**src/rtl/ildf_pkg.sv**
```systemverilog
// Shared constants for the IIR lowpass decimate-by-four block.
// Coefficients are Q4.28; used by the top level and its port checker.
// No dependencies.
package ildf_pkg;

	localparam int SAMPLE_BITS = 16;
	localparam int DATA_W      = 32;
	localparam int ACC_W       = 64;
	localparam int TAPS        = 7;
	localparam int HIST        = TAPS - 1;
	localparam int TERMS       = 2 * TAPS - 1;
	localparam int DECIMATION  = 4;
	localparam int IN_SHIFT    = 29 - SAMPLE_BITS;
	localparam int NUM_HIST    = 3;
	localparam int MEM_DEPTH   = 24;

	typedef logic signed [DATA_W-1:0] coef_t;

	localparam coef_t COEF_B [TAPS] = '{
		32'sd282299, 32'sd1693796, 32'sd4234489, 32'sd5645986,
		32'sd4234489, 32'sd1693796, 32'sd282299
	};

	localparam coef_t COEF_A [TAPS] = '{
		32'sd268435456, -32'sd799543039, 32'sd1110270789, -32'sd875036311,
		32'sd407291439, -32'sd104989732, 32'sd11638553
	};

	localparam logic signed [SAMPLE_BITS-1:0] OUT_MAX = {1'b0, {(SAMPLE_BITS-1){1'b1}}};
	localparam logic signed [SAMPLE_BITS-1:0] OUT_MIN = {1'b1, {(SAMPLE_BITS-1){1'b0}}};

endpackage

```
**src/rtl/iir_lowpass_decimate_by_four.sv**
```systemverilog
// Two cascaded 6th-order IIR lowpass sections with decimation by four.
// One shared 32x32 MAC walks the history memory; depends on ildf_pkg.
//
//  channel | signals                          | transfer when
//  --------+----------------------------------+-------------------------
//  in      | in_valid, sample_in, start_req   | in_valid & !in_stall
//  out     | out_valid, sample_out, saturated | out_valid & !out_stall
//  cfg     | cfg_we, cfg_wdata                | cfg_we
//
// A filtered sample makes two passes of 13 MAC terms through the single
// memory read port and the read, multiply and accumulate pipe, then three
// history write-backs; at phase zero it then loads the output register. A
// bypassed sample goes straight to it. The next input is taken while a result
// waits in the output register; a held output stalls only the next load.
// Reset clears control state and all history valid bits; no clearing pass.
module iir_lowpass_decimate_by_four
	import ildf_pkg::*;
(
	input  logic                          clk,
	input  logic                          arst_n,
	input  logic                          in_valid,
	output logic                          in_stall,
	input  logic signed [SAMPLE_BITS-1:0] sample_in,
	input  logic                          start_req,
	output logic                          out_valid,
	input  logic                          out_stall,
	output logic signed [SAMPLE_BITS-1:0] sample_out,
	output logic                          saturated,
	input  logic                          cfg_we,
	input  logic                          cfg_wdata
);

	localparam logic [2:0] ST_IDLE  = 3'd0;
	localparam logic [2:0] ST_RUN   = 3'd1;
	localparam logic [2:0] ST_DRAIN = 3'd2;
	localparam logic [2:0] ST_WB    = 3'd3;
	localparam logic [2:0] ST_EMIT  = 3'd4;

	localparam logic [1:0] RGN_X  = 2'd0;
	localparam logic [1:0] RGN_Y1 = 2'd1;
	localparam logic [1:0] RGN_Y2 = 2'd2;

	localparam int TERM_W = $clog2(TERMS);
	localparam int SLOT_W = $clog2(HIST);
	localparam int ADDR_W = $clog2(MEM_DEPTH);
	localparam int PH_W   = $clog2(DECIMATION);

	logic [2:0]              state_q;
	logic                    dec_en_q;
	logic                    stage_q;
	logic [TERM_W-1:0]       term_q;
	logic [1:0]              wb_q;
	logic [SLOT_W-1:0]       ptr_q;
	logic [PH_W-1:0]         phase_q;
	logic [HIST-1:0]         valid_q [NUM_HIST];

	logic signed [DATA_W-1:0] cur_q;
	logic signed [DATA_W-1:0] y1_q;
	logic signed [DATA_W-1:0] y2_q;
	logic [ACC_W-1:0]         acc_q;
	logic signed [SAMPLE_BITS-1:0] res_q;
	logic                     res_sat_q;
	logic signed [SAMPLE_BITS-1:0] out_data_q;
	logic                     out_sat_q;
	logic                     out_valid_q;

	logic [DATA_W-1:0]        mem [MEM_DEPTH];
	logic [DATA_W-1:0]        rdata_s1;

	logic                     vld_s1, neg_s1, tap0_s1, hit_s1;
	coef_t                    coef_s1;
	logic                     vld_s2, neg_s2;
	logic signed [ACC_W-1:0]  prod_s2;

	logic                     in_xfer;
	logic                     issue;
	logic                     last_term;
	logic [TERM_W-1:0]        term_p1;
	logic [2:0]               tap_j;
	logic                     term_even;
	logic [1:0]               rd_region;
	logic [3:0]               slot_sum;
	logic [SLOT_W-1:0]        rd_slot;
	logic [ADDR_W-1:0]        raddr;
	coef_t                    rd_coef;
	logic                     wr_en;
	logic [ADDR_W-1:0]        waddr;
	logic [DATA_W-1:0]        wdata;
	logic                     drained;
	logic signed [DATA_W-1:0] stage_y;
	logic signed [DATA_W-1:0] opnd;
	logic                     out_load;
	logic signed [SAMPLE_BITS-1:0] rnd_val;
	logic                     rnd_sat;
	logic [ACC_W-1:0]         acc_rnd;
	logic [DATA_W:0]          y2_rnd;
	logic [DATA_W-IN_SHIFT:0] y2_hi;

	assign in_stall   = (state_q != ST_IDLE);
	assign in_xfer    = in_valid && !in_stall;
	assign out_valid  = out_valid_q;
	assign sample_out = out_data_q;
	assign saturated  = out_sat_q;

	// term 0 uses the tap register; odd terms read the feed-forward history,
	// even terms the feedback history with the a coefficient subtracted
	assign issue     = (state_q == ST_RUN);
	assign last_term = (term_q == TERM_W'(TERMS - 1));
	assign term_p1   = term_q + 1'b1;
	assign tap_j     = term_p1[3:1];
	assign term_even = !term_q[0];
	assign rd_region = {1'b0, stage_q} + {1'b0, term_even};
	assign slot_sum  = {1'b0, ptr_q} + 4'(HIST) - {1'b0, tap_j};
	assign rd_slot   = (slot_sum >= 4'(HIST)) ? 3'(slot_sum - 4'(HIST)) : slot_sum[2:0];
	assign raddr     = {rd_region, rd_slot};

	always_comb begin
		if (term_q == '0) begin
			rd_coef = COEF_B[0];
		end else if (term_even) begin
			rd_coef = COEF_A[tap_j];
		end else begin
			rd_coef = COEF_B[tap_j];
		end
	end

	// write-back: input, first stage, second stage, all at the current slot
	assign wr_en = (state_q == ST_WB);
	assign waddr = {wb_q, ptr_q};
	always_comb begin
		case (wb_q)
			RGN_X:   wdata = cur_q;
			RGN_Y1:  wdata = y1_q;
			default: wdata = y2_q;
		endcase
	end

	always_ff @(posedge clk) begin
		if (wr_en) begin
			mem[waddr] <= wdata;
		end
		rdata_s1 <= mem[raddr];
	end

	// MAC pipe: read, multiply, accumulate
	assign opnd = tap0_s1 ? (stage_q ? y1_q : cur_q)
	            : (hit_s1 ? $signed(rdata_s1) : '0);

	always_ff @(posedge clk or negedge arst_n) begin
		if (!arst_n) begin
			vld_s1 <= 1'b0;
			vld_s2 <= 1'b0;
		end else begin
			vld_s1 <= issue;
			vld_s2 <= vld_s1;
		end
	end

	always_ff @(posedge clk) begin
		neg_s1  <= term_even && (term_q != '0);
		tap0_s1 <= (term_q == '0);
		hit_s1  <= valid_q[rd_region][rd_slot];
		coef_s1 <= rd_coef;
		neg_s2  <= neg_s1;
		prod_s2 <= coef_s1 * opnd;
	end

	assign drained = !vld_s1 && !vld_s2;

	// round half up to Q4.28 and clip to 32 bits
	always_comb begin
		acc_rnd = acc_q + (ACC_W'(1) << 27);
		if (acc_rnd[ACC_W-1:59] != {5{acc_rnd[59]}}) begin
			stage_y = acc_rnd[ACC_W-1] ? {1'b1, {(DATA_W-1){1'b0}}}
			                           : {1'b0, {(DATA_W-1){1'b1}}};
		end else begin
			stage_y = $signed(acc_rnd[59:28]);
		end
	end

	// round half up to Q1.15 and clip to the sample range
	always_comb begin
		y2_rnd = {y2_q[DATA_W-1], y2_q} + ((DATA_W+1)'(1) << (IN_SHIFT - 1));
		y2_hi  = y2_rnd[DATA_W:IN_SHIFT];
		if (y2_hi[DATA_W-IN_SHIFT:SAMPLE_BITS-1] !=
		    {(DATA_W-IN_SHIFT-SAMPLE_BITS+2){y2_hi[SAMPLE_BITS-1]}}) begin
			rnd_sat = 1'b1;
			rnd_val = y2_hi[DATA_W-IN_SHIFT] ? OUT_MIN : OUT_MAX;
		end else begin
			rnd_sat = 1'b0;
			rnd_val = $signed(y2_hi[SAMPLE_BITS-1:0]);
		end
	end

	always_ff @(posedge clk) begin
		if (in_xfer) begin
			cur_q <= {{(DATA_W-SAMPLE_BITS-IN_SHIFT){sample_in[SAMPLE_BITS-1]}},
			          sample_in, {IN_SHIFT{1'b0}}};
			res_q     <= sample_in;
			res_sat_q <= 1'b0;
			acc_q     <= '0;
		end else if (state_q == ST_DRAIN && drained) begin
			acc_q <= '0;
			if (!stage_q) begin
				y1_q <= stage_y;
			end else begin
				y2_q <= stage_y;
			end
		end else if (vld_s2) begin
			acc_q <= neg_s2 ? acc_q - $unsigned(prod_s2) : acc_q + $unsigned(prod_s2);
		end
		if (state_q == ST_WB && wb_q == RGN_Y2) begin
			res_q     <= rnd_val;
			res_sat_q <= rnd_sat;
		end
	end

	always_ff @(posedge clk or negedge arst_n) begin
		if (!arst_n) begin
			state_q  <= ST_IDLE;
			dec_en_q <= 1'b1;
			stage_q  <= 1'b0;
			term_q   <= '0;
			wb_q     <= '0;
			ptr_q    <= '0;
			phase_q  <= '0;
			for (int r = 0; r < NUM_HIST; r++) begin
				valid_q[r] <= '0;
			end
		end else begin
			if (cfg_we) begin
				dec_en_q <= cfg_wdata;
			end
			case (state_q)
				ST_IDLE: begin
					if (in_xfer) begin
						if (start_req) begin
							ptr_q   <= '0;
							phase_q <= '0;
							for (int r = 0; r < NUM_HIST; r++) begin
								valid_q[r] <= '0;
							end
						end
						stage_q <= 1'b0;
						term_q  <= '0;
						state_q <= dec_en_q ? ST_RUN : ST_EMIT;
					end
				end
				ST_RUN: begin
					if (last_term) begin
						state_q <= ST_DRAIN;
					end else begin
						term_q <= term_p1;
					end
				end
				ST_DRAIN: begin
					if (drained) begin
						term_q <= '0;
						if (!stage_q) begin
							stage_q <= 1'b1;
							state_q <= ST_RUN;
						end else begin
							wb_q    <= RGN_X;
							state_q <= ST_WB;
						end
					end
				end
				ST_WB: begin
					valid_q[wb_q][ptr_q] <= 1'b1;
					if (wb_q == RGN_Y2) begin
						ptr_q   <= (ptr_q == SLOT_W'(HIST - 1)) ? '0 : ptr_q + 1'b1;
						phase_q <= (phase_q == PH_W'(DECIMATION - 1)) ? '0 : phase_q + 1'b1;
						// drop the sample unless the phase was zero
						state_q <= (phase_q == '0) ? ST_EMIT : ST_IDLE;
					end else begin
						wb_q <= wb_q + 1'b1;
					end
				end
				ST_EMIT: begin
					if (out_load) begin
						state_q <= ST_IDLE;
					end
				end
				default: state_q <= ST_IDLE;
			endcase
		end
	end

	// output register: load when empty or being taken this cycle
	assign out_load = (state_q == ST_EMIT) && (!out_valid_q || !out_stall);

	always_ff @(posedge clk or negedge arst_n) begin
		if (!arst_n) begin
			out_valid_q <= 1'b0;
		end else if (out_load) begin
			out_valid_q <= 1'b1;
		end else if (!out_stall) begin
			out_valid_q <= 1'b0;
		end
	end

	always_ff @(posedge clk) begin
		if (out_load) begin
			out_data_q <= res_q;
			out_sat_q  <= res_sat_q;
		end
	end

endmodule

```
**config.mk**
```make
export PLATFORM = sky130hd
export DESIGN_NAME = iir_lowpass_decimate_by_four
export DESIGN_NICKNAME = d
export VERILOG_FILES = /design/src/rtl/ildf_pkg.sv /design/src/rtl/iir_lowpass_decimate_by_four.sv
export SDC_FILE = /design/constraint.sdc
export NUM_CORES = 2
export LEC_CHECK = 0
export BUFFER_PORTS_ARGS = -buffer_cell sky130_fd_sc_hd__clkbuf_2
export CAP_MARGIN = 20
export CORE_MARGIN = 5
export CORE_UTILIZATION = 30
export CTS_CLUSTER_SIZE = 12
export DETAILED_ROUTE_END_ITERATION = 7
export GPL_ROUTABILITY_DRIVEN = 0
export MAX_ROUTING_LAYER = met4
export PLACE_DENSITY = 0.45
export SETUP_SLACK_MARGIN = 0.15
export SLEW_MARGIN = 20
export SYNTH_ARGS = -nofsm -noshare
export SYNTH_HDL_FRONTEND = slang
export SYNTH_SLANG_ARGS = --single-unit
export TNS_END_PERCENT = 100
```
**constraint.sdc**
```tcl
create_clock -name clk -period 20.2 [get_ports clk]
set_input_delay 4.04 -clock clk [delete_from_list [all_inputs] [get_ports clk]]
set_output_delay 4.04 -clock clk [all_outputs]
set_load 0.03 [all_outputs]
```
# Yosys cells after proc, flatten, opt, wreduce, memory -nomap -nowiden
# Memories as Yosys holds them, arrays and structs flattened. A register that Yosys moved wholly into a read port is not among the register bits.
# Cells that the tools add are included.
[classes] n_lt_le_gt_ge=8 muxes=65 reduce_logical=35 n_mul=1 bitwise=6 addsub=12 eq_ne=21
[op_table] op="$mux 32" n=10
[op_table] op="$add 64x28->64 const B" n=1
[op_table] op="$add 64x64->64" n=1
[op_table] op="$mul 32x32->64" n=1
[op_table] op="$mux 16" n=4
[op_table] op="$mux 64" n=1
[op_table] op="$pmux 32 s2" n=1
[op_table] op="$sub 64x64->64" n=1
[op_table] op="$mux 18" n=2
[op_table] op="$mux 3" n=12
[op_table] op="$pmux 18 s2" n=1
[op_table] op="$add 32x14->33 const B" n=1
[op_table] op="$mux 6" n=3
[op_table] op="$or 18x18->18" n=1
[op_table] op="$mux 2" n=8
[op_table] op="$pmux 3 s5" n=1
[op_table] op="$ne 2x2->1 const B" n=7
[op_table] op="$bmux 6 s2" n=1
[op_table] op="$demux 6 s2" n=1
[op_table] op="$mux 4" n=3
[op_table] op="$pmux 4 s3" n=1
[op_table] op="$reduce_and 3->1" n=4
[op_table] op="$reduce_and 4->1" n=3
[op_table] op="$mux 1" n=10
[op_table] op="other kinds (40)" n=69
[word_totals] output_inout_bits=19 mem_count=3 ff_bits=315 romBits=512 input_bits=23 ramBits=768 word_cells=178
[mem_list] memory="mem" depth=24 width=32 read_ports=1 rd_clocked_by_memory_dff=1 wr=1 line_no="iir_lowpass_decimate_by_four.sv:67" source="logic [DATA_W-1:0] mem [MEM_DEPTH];"
[mem_list] memory="(no name shown)" depth=8 width=32 read_ports=1 rd_clocked_by_memory_dff=0 wr=0 line_no="iir_lowpass_decimate_by_four.sv:123" source="rd_coef = COEF_B[tap_j];"
[mem_list] memory="(no name shown)" depth=8 width=32 read_ports=1 rd_clocked_by_memory_dff=0 wr=0 line_no="iir_lowpass_decimate_by_four.sv:121" source="rd_coef = COEF_A[tap_j];"

# Logic depth before layout (Yosys ltp)
[logic_depth] depth_word=8 depth_mapped=33 depth_no_buf=29

# Worst setup path before layout
# No wires, ideal clock.
[synth_timing] path_type="register -> register" from="reg tap0_s1" to="reg prod_s2[62]" synth_period_minus_slack_ns=8.496 required_time_ns=20.128 slack_ns=11.704 stages_incl_launch_ff=32 setup_time_ns=0.072 arrival_time_ns=8.424 path_cell_list="dfxtp_1 > clkbuf_1 > nor2b_1 > clkbuf_1 > buf_1 > a22o_1 > clkbuf_1 > and2_1 > fa_1 > fa_1 > fa_1 > inv_1 > fa_1 > inv_1 > fa_1 > fa_1 > fa_1 > inv_1 > fa_1 > inv_1 > ha_1 > clkbuf_1 > nand2_1 > nor3_1 > a221oi_1 > o21ai_1 > a22o_1 > a211oi_1 > a21oi_1 > a41o_1 > a21oi_1 > xnor2_1"
[synth_between] elab_chain_cells=2
[synth_lines] item="from (decl)" line_no="iir_lowpass_decimate_by_four.sv:70" source="logic vld_s1, neg_s1, tap0_s1, hit_s1;"
[synth_lines] item="from (signal assigned)" line_no="iir_lowpass_decimate_by_four.sv:161" source="tap0_s1 <= (term_q == '0);"
[synth_lines] item="$mux 32" line_no="iir_lowpass_decimate_by_four.sv:146" source="assign opnd = tap0_s1 ? (stage_q ? y1_q : cur_q)"
[synth_lines] item="$mul 32x32->64" line_no="iir_lowpass_decimate_by_four.sv:165" source="prod_s2 <= coef_s1 * opnd;"
[synth_lines] item="to (signal assigned)" line_no="iir_lowpass_decimate_by_four.sv:165"
[synth_lines] item="to (decl)" line_no="iir_lowpass_decimate_by_four.sv:73" source="logic signed [ACC_W-1:0] prod_s2;"
# No other way between the ends.
# A chain may end at the register's enable or synchronous reset.

# Worst setup path in the final report
[layout_timing] from="reg tap0_s1" to="reg prod_s2[58]"
# Same word-level chain as after synthesis.

==> metrics.csv <==
stage,metric,value,unit
cts,total CTS buffers,110,
placed_design,Place WS,10.88,ns
synth,largest family of logic cells by synthesized area,adder cells,
detailed_routing,Vias/cell,4.85,
global_routing,GRT overflow,0,
min_path,Hold EP,neg_s2$_DFF_P_,
critical_path,critical path arrival,10.00,ns
cts,Root Buffer,clkbuf_16,
placed_design,HPWL Detailed,171,mm
placed_design,input/output buffers,41,
outcome,status,"finished, final reports clean",
synth,Simple-Gate Fraction of Synth Area,10.8,%
sta,min Tclk post-route,9.39,ns
cells_and_area,area of the multi-input gates,46900,um^2
critical_path,CP Max Fanout,31,
synth,compound-gate portion of the synthesized area,5.57,%
sta,final setup fails,0,
cts,worst skew pair latency,0.76,ns
detailed_routing,DR iter-0 viols,3423,
placed_design,placed cells,10500,
synth,top_reg_cell synth,edfxtp_1,
critical_path,CP endpoint kind,register,
detailed_routing,drt drc,0,
critical_path,Worst Setup Start Kind,register,
synth,cells after synthesis,6946,
cells_and_area,most frequent cells in the layout,"fa_1 (1053), inv_1 (1034), edfxtp_1 (882)",
global_routing,number of global-route vias before repair,55500,
sta,Worst-Margin Slew,1.10,ns
cells_and_area,post-layout util,33.0,%
synth,Synth async-reset ratio,3.32,%
sta,Hold Fails Final Rpt,0,
global_routing,global-route wire length before repair,366,mm
synth,syn avg cell area,12.0,um^2
synth,Seq cells post-synth,1114,
floorplanning,Cell Rows,193,
floorplanning,Initial Util,30.1,%
critical_path,CP required,20.81,ns
critical_path,r2r endpoint,prod_s2[58]$_DFF_P_,
synth,Synth area leaders,"edfxtp_1 (32%), fa_1 (25%), mux4_2 (6.2%)",
critical_path,Reg2Reg Launch Point,tap0_s1$_DFF_P_,
synth,Synth area leader,edfxtp_1,
critical_path,"most used cell, CP",fa_1,
min_path,Worst Hold Depth,0,
critical_path,Critical-path top delay cell,fa_1,
sta,fin crit share,46.5,%
cts,"Reg clk slew, reported paths",0.06,ns
synth,Yosys top cell area share,31.9,%
flow_run,Maximum Capacitance Violations,0,
synth,Cell variety after synth,86,
sta,final worst slack,10.81,ns
cells_and_area,"commonest non-fill, non-tap cell in the layout",fa_1,
floorplanning,I/O pin cnt,42,
cts,CTS Sinks,1114,
min_path,Hold Crit Class,register to register,
cells_and_area,Post-Layout Cell Count,10600,
detailed_routing,vias after detailed routing,51600,
synth,multiplexer area fraction after synthesis,7.20,%
synth,post-synthesis xor/xnor area fraction,2.57,%
min_path,min-delay src,neg_s1$_DFF_P_,
global_routing,antenna violations before repair,6,
synth,syn nets,8320,
critical_path,R2R Setup Slk,10.81,ns
cts,post-CTS setup buffer count,0,
cts,hold_buf cts,0,
synth,sequential-to-total area share from yosys stat,37.7,%
sta,max frequency,106,MHz
synth,Synth Warn #,0,
global_routing,largest net degree at the start of global routing,107,
detailed_routing,final WL,242,mm
cts,CTS Buffer Depth,3,
cells_and_area,Layout area overhead,9.75,%
global_routing,GRT Total Usage,17.3,%
synth,Post-Syn Area,83100,um^2
floorplanning,core footprint,276000,um^2
detailed_routing,Pre-antenna DRT Iters,7,
floorplanning,die span in x,536,um
detailed_routing,WL/cell,22.7,um
cts,# resized after CTS,0,
sta,final setup TNS,0,ns
critical_path,crit-path max cell delay,0.90,ns
sta,Rel. slew slack,26.4,%
sta,RSZ-0062 raised after global routing,no,
floorplanning,Die H,536,um
cells_and_area,share of cells above drive strength 1,8.94,%
floorplanning,die area,288000,um^2
cells_and_area,register area,31300,um^2
sta,clk_skew,0.0674,ns
critical_path,R2R cell count,30,
sta,"Slew Viols, Final",0,
cts,CTS H-tree lvls,3,
critical_path,critical path type,register to register,
synth,Post-synth EDFFs,882,
cells_and_area,Nets,8236,
cells_and_area,fillers,27700,
cts,CTS tree,yes,
synth,Adder-Cell Fraction of Synth Area,29.9,%
detailed_routing,Antenna Nets Post-Route,0,
[cell usage after synthesis (21+ instances only)]
library cell  number
a21o_1            78
a21oi_1          188
a22o_1            39
a31oi_1           39
and2_1           446
and3_1            33
buf_1             32
clkbuf_1         311
dfrtp_1           36
dfxtp_1          195
edfxtp_1         882
fa_1            1053
ha_1             298
inv_1           1034
mux2i_1           67
mux4_2           227
nand2_1          703
nand2b_1          26
nand3_1           65
nand4_1           35
nor2_1           241
nor2b_1          139
nor3_1            37
o21a_1            21
o21ai_0          149
o21ai_1           44
o31ai_1           26
xnor2_1          155
xor2_1            89
[state kept, by name, indices dropped and copies added (netlist names), 2 cells and up]
name        flops
term_q          4
res_q          16
y2_q           32
state_q         3
ptr_q           3
mem           768
y1_q           32
coef_s1        31
valid_q        18
cur_q          16
rdata_s1       32
acc_q          64
prod_s2        64
sample_out     16
wb_q            2
phase_q         2
[layout make-up]
cell class                 instances  area share [%]
antenna                            2         0.00549
clock buffer                     166            3.43
clock inverter                    17           0.300
inverter                        1038            4.27
multi-input combinational       4444            51.4
sequential                      1114            34.4
tap                             3705            5.08
timing repair buffer             154            1.19
[kinds of logic (layout without fill, tap and decap cells)]
| group | count (synthesis) | in the layout |
|---|---|---|
| adder cells (fa/ha/maj) | 1351 | 1351 |
| XOR/XNOR | 244 | 244 |
| AO/OA/AOI/OAI | 730 | 730 |
| other | 0 | 2 |
| AND/OR/NAND/NOR | 1807 | 1807 |
| multiplexers | 312 | 312 |
| buffers and inverters | 1388 | 1375 |
| flip-flops | 1114 | 1114 |
[worst max-delay path, delay by kind of cell (launching register included)]
family / cells / cell delay [ns]
compound gates: 8 / 1.51
xor+xnor: 1 / 0.14
fa+ha+maj: 9 / 4.77
buf+inv: 8 / 1.57
flops: 1 / 0.31
simple gates: 4 / 0.89
[metrics by stage]
| stage | hold WS (ns) | cell area, um^2 |
|---|---|---|
| 2_1_floorplan | 0.310 | 83100 |
| 3_3_place_gp | 0.324 | 87800 |
| 4_1_cts | 0.347 | 91200 |
| 6_report | 0.348 | 91200 |
| 3_5_place_dp | 0.332 | 87800 |
| 5_1_grt | 0.355 | 91200 |
[worst max path at each step]
stage / slack [ns] / end / startpoint
floorplan: 11.70 / prod_s2[62]$_DFF_P_ / tap0_s1$_DFF_P_
global placement: 10.93 / prod_s2[62]$_DFF_P_ / tap0_s1$_DFF_P_
detailed placement: 10.88 / prod_s2[62]$_DFF_P_ / tap0_s1$_DFF_P_
CTS: 10.84 / prod_s2[62]$_DFF_P_ / tap0_s1$_DFF_P_
global route: 10.11 / prod_s2[58]$_DFF_P_ / tap0_s1$_DFF_P_
finish: 10.81 / prod_s2[58]$_DFF_P_ / tap0_s1$_DFF_P_
[per-layer routing]
metal	part of all wire [%]	vias to the layer above	GRT usage [%]	wire length, um
li1	-	22800	-	-
met4	2.7	0	4.03	6440
met1	45	27600	22.8	108000
met3	3.4	270	1.87	8190
met2	49	961	28.9	119000
met5	0	-	-	0
Power is left out: the tool's default activity adds up to more than one toggle a clock period on the data nets, which glitch-free logic cannot reach.
